<file path="src/hdl/assert_macros.svh">
// ----------------------------------------------------------------------------
// assert_macros.svh
// Shared concurrent assertion macros, clocked on clk and disabled in reset.
// ----------------------------------------------------------------------------
`ifndef ASSERT_MACROS_SVH
`define ASSERT_MACROS_SVH

// The antecedent implies the consequent in the same cycle.
`define RLDI_ASSERT_IMPL(lbl, ante, cons, msg) \
  lbl: assert property (@(posedge clk) disable iff (!rst_n) (ante) |-> (cons)) \
    else $error(msg);

// The antecedent implies the consequent in the next cycle.
`define RLDI_ASSERT_NEXT(lbl, ante, cons, msg) \
  lbl: assert property (@(posedge clk) disable iff (!rst_n) (ante) |=> (cons)) \
    else $error(msg);

`endif

</file>
<file path="src/hdl/rldi_pkg.sv">
// ----------------------------------------------------------------------------
// rldi_pkg
// Sizes, character codes and command codes of the run-length decoder.
// ----------------------------------------------------------------------------
package rldi_pkg;

  // Entry table geometry.
  localparam int TABLE_DEPTH = 64;
  localparam int ADDR_W      = $clog2(TABLE_DEPTH);
  localparam int IDX_W       = $clog2(TABLE_DEPTH + 1);
  localparam logic [IDX_W-1:0] DEPTH_IDX = IDX_W'(TABLE_DEPTH);

  // Run count width and the widened product used for count*10+digit.
  localparam int COUNT_WIDTH = 32;
  localparam int PROD_W      = COUNT_WIDTH + 4;
  localparam logic [COUNT_WIDTH-1:0] COUNT_MAX = {COUNT_WIDTH{1'b1}};

  // Character codes.
  localparam logic [7:0] CHAR_ZERO  = 8'h30;
  localparam logic [7:0] CHAR_NINE  = 8'h39;
  localparam logic [7:0] CHAR_SPACE = 8'h20;
  localparam logic [7:0] CHAR_NONE  = 8'h00;

  // Command codes.
  typedef enum logic {
    CMD_PUSH = 1'b0,
    CMD_PULL = 1'b1
  } cmd_t;

endpackage

</file>
<file path="src/hdl/run_length_decode_iterator_unit.sv">
// ----------------------------------------------------------------------------
// run_length_decode_iterator_unit
// Run-length decoder loaded with compressed bytes and drained one letter per
// pull beat. Letters and counts live in two on-chip tables.
// ----------------------------------------------------------------------------
//  Channel   Direction  Ports
//  in        sink       in_valid, in_ready, in_cmd, in_byte
//  out       source     out_valid, out_ready, out_char, out_has_more,
//                       out_table_overflow
//
//  One beat is accepted per cycle while the result register is not stalled.
//  The rate is set by the single processing stage between the input register
//  and the result register, which reads the head entry from a registered
//  table read that tracks the read index every cycle.
//  Reset clears the control state; the tables hold garbage until written.
//  A stalled result holds the processing stage, which then holds the input.
// ----------------------------------------------------------------------------
`include "assert_macros.svh"

module run_length_decode_iterator_unit (
  input  logic       clk,
  input  logic       rst_n,
  input  logic       in_valid,
  output logic       in_ready,
  input  logic       in_cmd,
  input  logic [7:0] in_byte,
  output logic       out_valid,
  input  logic       out_ready,
  output logic [7:0] out_char,
  output logic       out_has_more,
  output logic       out_table_overflow
);

  localparam int CW = rldi_pkg::COUNT_WIDTH;
  localparam int AW = rldi_pkg::ADDR_W;
  localparam int IW = rldi_pkg::IDX_W;

  // Input register.
  logic       in_valid_r;
  logic       cmd_r;
  logic [7:0] byte_r;

  // Result register.
  logic       out_valid_r;
  logic [7:0] out_char_r;
  logic       out_has_more_r;
  logic       out_ovf_r;

  // Decoder state.
  logic [IW-1:0] write_index_r,     write_index_nxt;
  logic [IW-1:0] read_index_r,      read_index_nxt;
  logic          pending_open_r,    pending_open_nxt;
  logic [CW-1:0] pending_count_r,   pending_count_nxt;
  logic [CW-1:0] delivered_count_r, delivered_count_nxt;
  logic          overflow_seen_r,   overflow_seen_nxt;

  // Entry tables and their registered head read.
  logic [7:0]    letter_mem [rldi_pkg::TABLE_DEPTH];
  logic [CW-1:0] count_mem  [rldi_pkg::TABLE_DEPTH];
  logic [7:0]    rd_letter_r;
  logic [CW-1:0] rd_count_r;

  // Processing stage signals.
  logic                       advance;
  logic                       is_digit;
  logic [7:0]                 digit_diff;
  logic [rldi_pkg::PROD_W-1:0] prod_ext;
  logic [rldi_pkg::PROD_W-1:0] prod_sum;
  logic [CW-1:0]              count_sat;
  logic                       do_commit;
  logic                       commit_store;
  logic [IW-1:0]              write_after;
  logic                       letter_we;
  logic [CW-1:0]              head_count;
  logic [7:0]                 char_nxt;
  logic                       has_more_nxt;

  assign advance  = in_valid_r && (!out_valid_r || out_ready);
  assign in_ready = !in_valid_r || advance;

  // Input register: take a beat whenever the stage is free or moving on.
  always_ff @(posedge clk) begin
    if (!rst_n) begin
      in_valid_r <= 1'b0;
    end else if (in_ready) begin
      in_valid_r <= in_valid;
    end
  end

  always_ff @(posedge clk) begin
    if (in_valid && in_ready) begin
      cmd_r  <= in_cmd;
      byte_r <= in_byte;
    end
  end

  // Digit decode and saturating count*10+digit.
  assign is_digit   = (byte_r >= rldi_pkg::CHAR_ZERO) && (byte_r <= rldi_pkg::CHAR_NINE);
  assign digit_diff = byte_r - rldi_pkg::CHAR_ZERO;
  assign prod_ext   = {4'b0000, pending_count_r};
  assign prod_sum   = (prod_ext << 3) + (prod_ext << 1)
                    + {{(rldi_pkg::PROD_W-4){1'b0}}, digit_diff[3:0]};
  assign count_sat  = (prod_sum[rldi_pkg::PROD_W-1:CW] != 4'b0000)
                    ? rldi_pkg::COUNT_MAX : prod_sum[CW-1:0];

  // The open entry closes on a letter push or on any pull.
  assign do_commit    = advance && ((cmd_r == rldi_pkg::CMD_PULL) || !is_digit);
  assign commit_store = do_commit && pending_open_r && (pending_count_r != '0)
                      && (write_index_r < rldi_pkg::DEPTH_IDX);
  assign write_after  = write_index_r + IW'(commit_store);
  assign letter_we    = advance && (cmd_r == rldi_pkg::CMD_PUSH) && !is_digit
                      && (write_after < rldi_pkg::DEPTH_IDX);

  // A pull may read the entry committed in this very cycle.
  assign head_count = (commit_store && (read_index_r == write_index_r))
                    ? pending_count_r : rd_count_r;

  // Next state and result.
  always_comb begin
    write_index_nxt     = write_index_r;
    read_index_nxt      = read_index_r;
    pending_open_nxt    = pending_open_r;
    pending_count_nxt   = pending_count_r;
    delivered_count_nxt = delivered_count_r;
    overflow_seen_nxt   = overflow_seen_r;
    char_nxt            = rldi_pkg::CHAR_NONE;
    if (advance) begin
      write_index_nxt = write_after;
      case (cmd_r)
        rldi_pkg::CMD_PUSH: begin
          if (is_digit) begin
            if (pending_open_r) begin
              pending_count_nxt = count_sat;
            end
          end else if (letter_we) begin
            pending_open_nxt  = 1'b1;
            pending_count_nxt = '0;
          end else begin
            pending_open_nxt  = 1'b0;
            pending_count_nxt = '0;
            overflow_seen_nxt = 1'b1;
          end
        end
        rldi_pkg::CMD_PULL: begin
          pending_open_nxt  = 1'b0;
          pending_count_nxt = '0;
          if (read_index_r < write_after) begin
            char_nxt = rd_letter_r;
            if ((delivered_count_r + CW'(1)) == head_count) begin
              delivered_count_nxt = '0;
              read_index_nxt      = read_index_r + IW'(1);
            end else begin
              delivered_count_nxt = delivered_count_r + CW'(1);
            end
          end else begin
            char_nxt = rldi_pkg::CHAR_SPACE;
          end
        end
        default: begin
          char_nxt = rldi_pkg::CHAR_NONE;
        end
      endcase
    end
  end

  assign has_more_nxt = (read_index_nxt < write_index_nxt)
                      || (pending_open_nxt && (pending_count_nxt != '0));

  // Control state registers.
  always_ff @(posedge clk) begin
    if (!rst_n) begin
      write_index_r     <= '0;
      read_index_r      <= '0;
      pending_open_r    <= 1'b0;
      pending_count_r   <= '0;
      delivered_count_r <= '0;
      overflow_seen_r   <= 1'b0;
    end else begin
      write_index_r     <= write_index_nxt;
      read_index_r      <= read_index_nxt;
      pending_open_r    <= pending_open_nxt;
      pending_count_r   <= pending_count_nxt;
      delivered_count_r <= delivered_count_nxt;
      overflow_seen_r   <= overflow_seen_nxt;
    end
  end

  // Entry tables: one write each, head read at the next read index with
  // same-cycle writes forwarded into the read register.
  always_ff @(posedge clk) begin
    if (letter_we) begin
      letter_mem[write_after[AW-1:0]] <= byte_r;
    end
    if (commit_store) begin
      count_mem[write_index_r[AW-1:0]] <= pending_count_r;
    end
    if (letter_we && (write_after == read_index_nxt)) begin
      rd_letter_r <= byte_r;
    end else begin
      rd_letter_r <= letter_mem[read_index_nxt[AW-1:0]];
    end
    if (commit_store && (write_index_r == read_index_nxt)) begin
      rd_count_r <= pending_count_r;
    end else begin
      rd_count_r <= count_mem[read_index_nxt[AW-1:0]];
    end
  end

  // Result register.
  always_ff @(posedge clk) begin
    if (!rst_n) begin
      out_valid_r <= 1'b0;
    end else if (advance) begin
      out_valid_r <= 1'b1;
    end else if (out_ready) begin
      out_valid_r <= 1'b0;
    end
  end

  always_ff @(posedge clk) begin
    if (advance) begin
      out_char_r     <= char_nxt;
      out_has_more_r <= has_more_nxt;
      out_ovf_r      <= overflow_seen_nxt;
    end
  end

  assign out_valid          = out_valid_r;
  assign out_char           = out_char_r;
  assign out_has_more       = out_has_more_r;
  assign out_table_overflow = out_ovf_r;

  // Checks on the decoder state.
  `RLDI_ASSERT_IMPL(a_read_le_write, 1'b1, read_index_r <= write_index_r, "read index ahead")
  `RLDI_ASSERT_IMPL(a_write_in_range, 1'b1, write_index_r <= rldi_pkg::DEPTH_IDX, "write overrun")
  `RLDI_ASSERT_NEXT(a_overflow_sticky, overflow_seen_r, overflow_seen_r, "overflow flag cleared")
  `RLDI_ASSERT_IMPL(a_partial_live, |delivered_count_r, read_index_r < write_index_r, "stray run")

endmodule

</file>
<file path="config.mk">
export PLATFORM = sky130hd
export DESIGN_NAME = run_length_decode_iterator_unit
export DESIGN_NICKNAME = d
export VERILOG_FILES = /design/src/hdl/rldi_pkg.sv /design/src/hdl/run_length_decode_iterator_unit.sv
export VERILOG_INCLUDE_DIRS = /design/src /design/src/hdl
export SDC_FILE = /design/constraint.sdc
export NUM_CORES = 2
export LEC_CHECK = 0
export BUFFER_PORTS_ARGS = -buffer_cell sky130_fd_sc_hd__buf_4
export CELL_PAD_IN_SITES_DETAIL_PLACEMENT = 1
export CELL_PAD_IN_SITES_GLOBAL_PLACEMENT = 2
export CORE_ASPECT_RATIO = 1.2
export CORE_UTILIZATION = 47
export CTS_BUF_LIST = sky130_fd_sc_hd__clkbuf_16
export DETAILED_ROUTE_END_ITERATION = 16
export PLACE_DENSITY_LB_ADDON = 0.1
export SLEW_MARGIN = 5
export SYNTH_ARGS = -nofsm -noshare
export SYNTH_HDL_FRONTEND = slang
export SYNTH_SLANG_ARGS = --single-unit
</file>
<file path="constraint.sdc">
create_clock -name clk -period 7.63 [get_ports clk]
set_clock_uncertainty 0.05 [all_clocks]
set_input_delay 0.763 -clock clk [delete_from_list [all_inputs] [get_ports clk]]
set_output_delay 0.763 -clock clk [all_outputs]
set_load 0.05 [all_outputs]
</file>
Word-level counts from Yosys, hierarchy flattened --
Memories as Yosys holds them, arrays and structs flattened. Cells that the tools add are included.
Storage, ports and cells: flip-flop bits (word level) 141, bits in writable memories 2560, input bits 13, output and inout port bits 12, word-level logic and storage cells 90, memories kept 2
Operators by class: $add $sub $neg 6, magnitude comparators 6, eq/ne operators 4, muxes and demuxes 28, bitwise logic cells 1, reductions and logical operators 27
Memory list:
- count_mem | words 64, bits a word 32, rd ports 1, clocked after Yosys merged registers in 0, write ports 1, line run_length_decode_iterator_unit.sv:59 | logic [CW-1:0] count_mem [rldi_pkg::TABLE_DEPTH];
- letter_mem | words 64, bits a word 8, rd ports 1, clocked after Yosys merged registers in 0, write ports 1, line run_length_decode_iterator_unit.sv:58 | logic [7:0] letter_mem [rldi_pkg::TABLE_DEPTH];
Operator list (count):
- 32-bit 2-to-1 mux | 7
- 32-bit case mux with 2 select lines | 1
- 32-bit nonzero test | 2
- 35-bit by 33-bit adder with 36-bit output | 1
- 36-bit by 4-bit adder with 36-bit output | 1
- 7-bit 2-to-1 mux | 5
- 32-bit by 1-bit adder with 32-bit output, second input constant | 1
- 32-bit equality test | 1
- 7-bit equality test | 3
- 1-bit logical AND | 14
- 7-bit less-than comparator | 2
- 7-bit less-than comparator, second input constant | 2
- 1-bit 2-to-1 mux | 12
- 8-bit by 6-bit greater-or-equal comparator with 1-bit output, second input constant | 1
- 8-bit by 6-bit <= comparator with 1-bit output, second input constant | 1
- 8-bit 2-to-1 mux | 1
- 7-bit by 1-bit adder with 7-bit output | 1
- 7-bit by 1-bit adder with 7-bit output, second input constant | 1
- 6-bit 2-to-1 mux | 1
- 1-bit logical OR | 4
- 4-bit nonzero test | 1
- 4-bit by 1-bit subtractor with 4-bit output, second input constant | 1
- 1-bit zero test | 3
- 3-bit AND reduction | 1
- 4 further kinds | 4

Logic depth before layout (Yosys ltp) --
depth after elaboration 18, depth in mapped cells 31, mapped depth without buffers 26

Least setup slack after synthesis --
Ideal clock, no wire load.
kind register to register, start register pending_count_r[31], end register out_has_more_r, in the netlist out_has_more, data pin, library setup time 0.158 ns, arrival time 6.553 ns, data required time 7.422 ns, setup slack 0.869 ns, stages on the path, launching flop included 32, buffers on the path 7, period minus slack after synthesis 6.761 ns, cell sequence dfxtp_1 > buf_2 > nor4_1 > nand4_1 > nor3_1 > clkbuf_1 > nor2_1 > ha_1 > ha_1 > xor2_1 > inv_1 > ha_1 > nand2_1 > o21ai_0 > maj3_1 > a21o_1 > nand2_1 > nand2_1 > or3_1 > buf_2 > buf_2 > nor4_2 > nor2_2 > inv_2 > buf_4 > buf_2 > buf_1 > ha_1 > a21oi_1 > o21ai_0 > a211o_1 > o211ai_1
Between the ends: cells in the longest elaborated chain, start to end 12, elaborated cells between the ends (all ways) 31, those cells by class add/sub (3); order compare (3); eq/ne (1); mux (15); reduce/logical (9)
Ends and longest elaborated chain:
- from (decl) | line run_length_decode_iterator_unit.sv:53 | logic [CW-1:0] pending_count_r, pending_count_nxt;
- from (signal assigned) | line run_length_decode_iterator_unit.sv:182 | pending_count_r <= pending_count_nxt;
- branches (longest 7 deep; another with 7-bit by 1-bit adder with 7-bit output)
- 7-bit 2-to-1 mux (*) | line run_length_decode_iterator_unit.sv:147 | if (read_index_r < write_after) begin
- 7-bit 2-to-1 mux (*) | line run_length_decode_iterator_unit.sv:129 | case (cmd_r)
- 7-bit 2-to-1 mux (*) | line run_length_decode_iterator_unit.sv:127 | if (advance) begin
- via read_index_nxt[2] | line run_length_decode_iterator_unit.sv:51 | logic [IW-1:0] read_index_r, read_index_nxt;
- 7-bit less-than comparator (*) | line run_length_decode_iterator_unit.sv:166 | assign has_more_nxt = (read_index_nxt < write_index_nxt)
- 1-bit logical OR (*) | line run_length_decode_iterator_unit.sv:167 | || (pending_open_nxt && (pending_count_nxt != '0));
- via has_more_nxt | line run_length_decode_iterator_unit.sv:76 | logic has_more_nxt;
- to (signal assigned) | line run_length_decode_iterator_unit.sv:223 | out_has_more_r <= has_more_nxt;
- to (decl) | line run_length_decode_iterator_unit.sv:46 | logic out_has_more_r;
Mark *: on every way through the listed nets, which the timed path passes. A chain may end at the register's enable or synchronous reset.

Worst setup path in the final report --
start register pending_count_r[16], end register rd_count_r[15]
Between the ends: cells in the longest elaborated chain, start to end 13, elaborated cells between the ends (all ways) 16, those cells by class add/sub (1); order compare (1); eq/ne (2); mux (6); reduce/logical (5); memory (1)
Ends and longest elaborated chain:
- branches (longest 12 deep; another with memory 64 x 32 bit)
- 32-bit 2-to-1 mux (*) | line run_length_decode_iterator_unit.sv:202 | if (commit_store && (write_index_r == read_index_nxt)) begin
- to (signal assigned) | line run_length_decode_iterator_unit.sv:203 | rd_count_r <= pending_count_r;
- to (signal assigned) | line run_length_decode_iterator_unit.sv:205 | rd_count_r <= count_mem[read_index_nxt[AW-1:0]];
- to (decl) | line run_length_decode_iterator_unit.sv:61 | logic [CW-1:0] rd_count_r;
Every way passes the cells marked *.

==> flow_metrics.tcl <==
set metrics [dict create \
    maxSlewHeadroom_pct 11.1 \
    synth_async_sr_flop_share_pct 0 \
    dp.cells 11739 \
    holdBufCountCts 9 \
    clk_path_buf_depth 4 \
    drc_errors 0 \
    grt_first_pass_wirelength_mm 567 \
    crit_path_frequent_cell "buf_4" \
    grt_pass1_vias 81358 \
    grt_max_degree 326 \
    fp.dieH_um 552 \
    reg2reg_to "rd_count_r[15]" \
    synthFlopType "edfxtp_1" \
    viasPerCell 6.38 \
    placed_area_sq_mm 0.126 \
    syn_nets 8630 \
    p_switching_w 0.00601 \
    syn_avg_cell_area_sq_um 13.9 \
    cp-start-kind "flip-flop" \
    cts-resized-gates 0 \
    fin_crit_ps 7190 \
    rows 201 \
    finalSetupTns_ps 0 \
    htreeDepth 5 \
    gp_congestion 0.873 \
    cts_inserted_buffers 289 \
    grt_antenna_before_repair 24 \
    multi_input_area_sq_mm 0.0361 \
    ys_seq_area_share_pct 67.5 \
    vias 78207 \
    hp-class "input pin to flip-flop" \
    synth.distinct_cells 87 \
    cts_setup_buffers 0 \
    worst_pin_slew_ps 1330 \
    clk_pin_slew_ps 60 \
    cts_tree "built" \
    overflow 0 \
    hold_viol 0 \
    vdd_drop_max_uv 193 \
    io_buffers 24 \
    die_area_sq_mm 0.254 \
    postLayoutCellArea_sq_mm 0.135 \
    rsz0062_at_grt "false" \
    leakage_nw 46.3 \
    r2r_slack_ps 440 \
    fin_crit_sh_pct 94.2 \
    nets 8784 \
    setup_viol 0 \
    fp.dieW_um 460 \
    worstSetupEndpoint "rd_count_r[15]" \
    drive_above_1_share_pct 14.0 \
    drt-total-wl_mm 394 \
    dpl.hpwl_mm 232 \
    insertion_delay_ps 880 \
    crit_fanout 22 \
    fillers 23858 \
    layoutNonFillerInstCount 12265 \
    syn_to_final_growth_pct 13.6 \
    combPwrFrac_pct 0.4 \
    maxCapViolCount 0 \
    syn_inst 8536 \
    synth_edf_count 2579 \
    critPathMaxStageDelay_ps 570 \
    yosys_register_bits 2701 \
    track_usage_pct 30.6 \
    cp_slowest_cell "nor3_1" \
    initial_core_util_pct 47.3 \
    crit_start "pending_count_r[16]" \
    p_seq_share_pct 54.2 \
    end_kind "flip-flop" \
    critPathArrivalTime_ps 7890 \
    register_area_sq_mm 0.0800 \
    r2r_start "pending_count_r[16]" \
    core-area_sq_mm 0.250 \
    p_int_w 0.0236 \
    drt-initial-drc-count 7653 \
    postRouteAntennaNets 0 \
    rr_worst_depth 28 \
    clock-root-buffer "clkbuf_16" \
    p_per_area_mw_per_mm2 220 \
    swShare_pct 20.3 \
    clock_sinks 2701 \
    drv_slew 0 \
    synth_area_sq_mm 0.118 \
    final_common_cell "edfxtp_1" \
    layout_common_cells "edfxtp_1, nand2_1, nand2b_1" \
    ys.warnings.count 0 \
    boundaryPins 25 \
    path_class "flip-flop to flip-flop" \
    run_status "completed" \
    drt-wirelength-per-cell_um 32.1 \
    clkPwrFrac_pct 45.4 \
    worstPathRequired_ps 8330 \
    timing.fmax_ghz 0.139 \
    drtPass1Iterations 5 \
]
==> cells in the mapped netlist (126+ instances only) <==
cell type     n  share of area (%)
a32oi_1     381                2.8
mux4_2      184                3.5
buf_2       140               0.59
nand2b_1    509                2.7
edfxtp_1   2579                 65
mux2i_1     363                3.1
nand3_1     200               0.85
clkbuf_1    451                1.4
nor2_1      542                1.7
a2111oi_0   250                1.8
a22oi_1     135               0.86
nand2_1    1212                3.8
a211oi_1    152               0.96
and3_1      169               0.89
a311o_1     126                1.1
==> layout make-up <==
cell class	count	area share (%)
inverter	42	0.123
multi-input combinational	5120	26.9
tap	3349	3.11
timing repair buffer	536	3.87
clock inverter	213	1.04
clock buffer	297	5.52
sequential	2701	59.4
antenna	7	0.0130
==> per-stage QoR <==
step | total power (W) | hold slack [ps] | setup slack (ps) | utilization [%]
global placement | 0.0165 | 435 | 381 | 50.2
global route | 0.0303 | 96.5 | 269 | 53.8
finish | 0.0296 | 82.0 | 442 | 53.8
CTS | 0.0298 | 51.3 | 569 | 53.8
detailed placement | 0.0165 | 453 | 426 | 50.2
floorplan | 0.0164 | 417 | 869 | -
==> registers in the layout, indices dropped and copies added, names as in the netlist <==
register,flops
count_mem,2048
letter_mem,512
delivered_count_r,32
pending_count_r,32
rd_count_r,32
byte_r,8
out_char,8
rd_letter_r,8
read_index_r,7
write_index_r,7
cmd_r,1
in_valid_r,1
out_has_more,1
out_table_overflow,1
out_valid,1
overflow_seen_r,1
pending_open_r,1
==> critical path, delay by kind of cell (launching register included) <==
kind                     cells  cell delay (ps)
adder cells (fa/ha/maj)      3              920
AO/OA/AOI/OAI                6              950
XOR/XNOR                     1              180
buffers and inverters        6             1360
AND/OR/NAND/NOR             11             2880
flip-flops                   1              410
multiplexers                 1              260
==> how the worst min path moves through the flow <==
stage                         startpoint              endpoint  slack (ps)  depth (start not counted)
CTS                             in_valid            in_valid_r          50                          3
global placement      pending_count_r[3]    pending_count_r[3]         440                          2
global route                    in_valid            in_valid_r         100                          3
detailed placement    pending_count_r[3]    pending_count_r[3]         450                          2
floorplan           delivered_count_r[1]  delivered_count_r[1]         420                          2
finish                          in_valid            in_valid_r          80                          3
==> per-layer routing <==
metal	up-vias	share of wire, %	GRT usage [%]
li1	33559	-	-
met1	41299	41	39.6
met2	2648	49	52.0
met3	695	5.7	3.68
met4	6	4.7	13.6
met5	-	0.0089	0
==> cells by family (layout without fill, tap and decap cells) <==
logic type / after synthesis / in the layout / synth area share [%]
other: 0 / 7 / 0
adders and majority gates: 82 / 82 / 0.877
xor gates and xnor gates: 120 / 120 / 0.888
buffers and inverters: 715 / 1088 / 2.59
muxes: 549 / 549 / 6.59
and+or+nand+nor: 2862 / 2862 / 11.4
AOI/OAI and AO/OA: 1507 / 1507 / 10.2
DFF: 2701 / 2701 / 67.5
==> power by group through the flow <==
stage / logic, W / registers (W) / clock network (W)
global route: 0.000132 / 0.0160 / 0.0141
finish: 0.000124 / 0.0160 / 0.0134
detailed placement: 0.000122 / 0.0164 / 0
floorplan: 0.0000275 / 0.0164 / 0
CTS: 0.000125 / 0.0160 / 0.0136
global placement: 0.000117 / 0.0164 / 0
(Power assumes the default switching activity.)
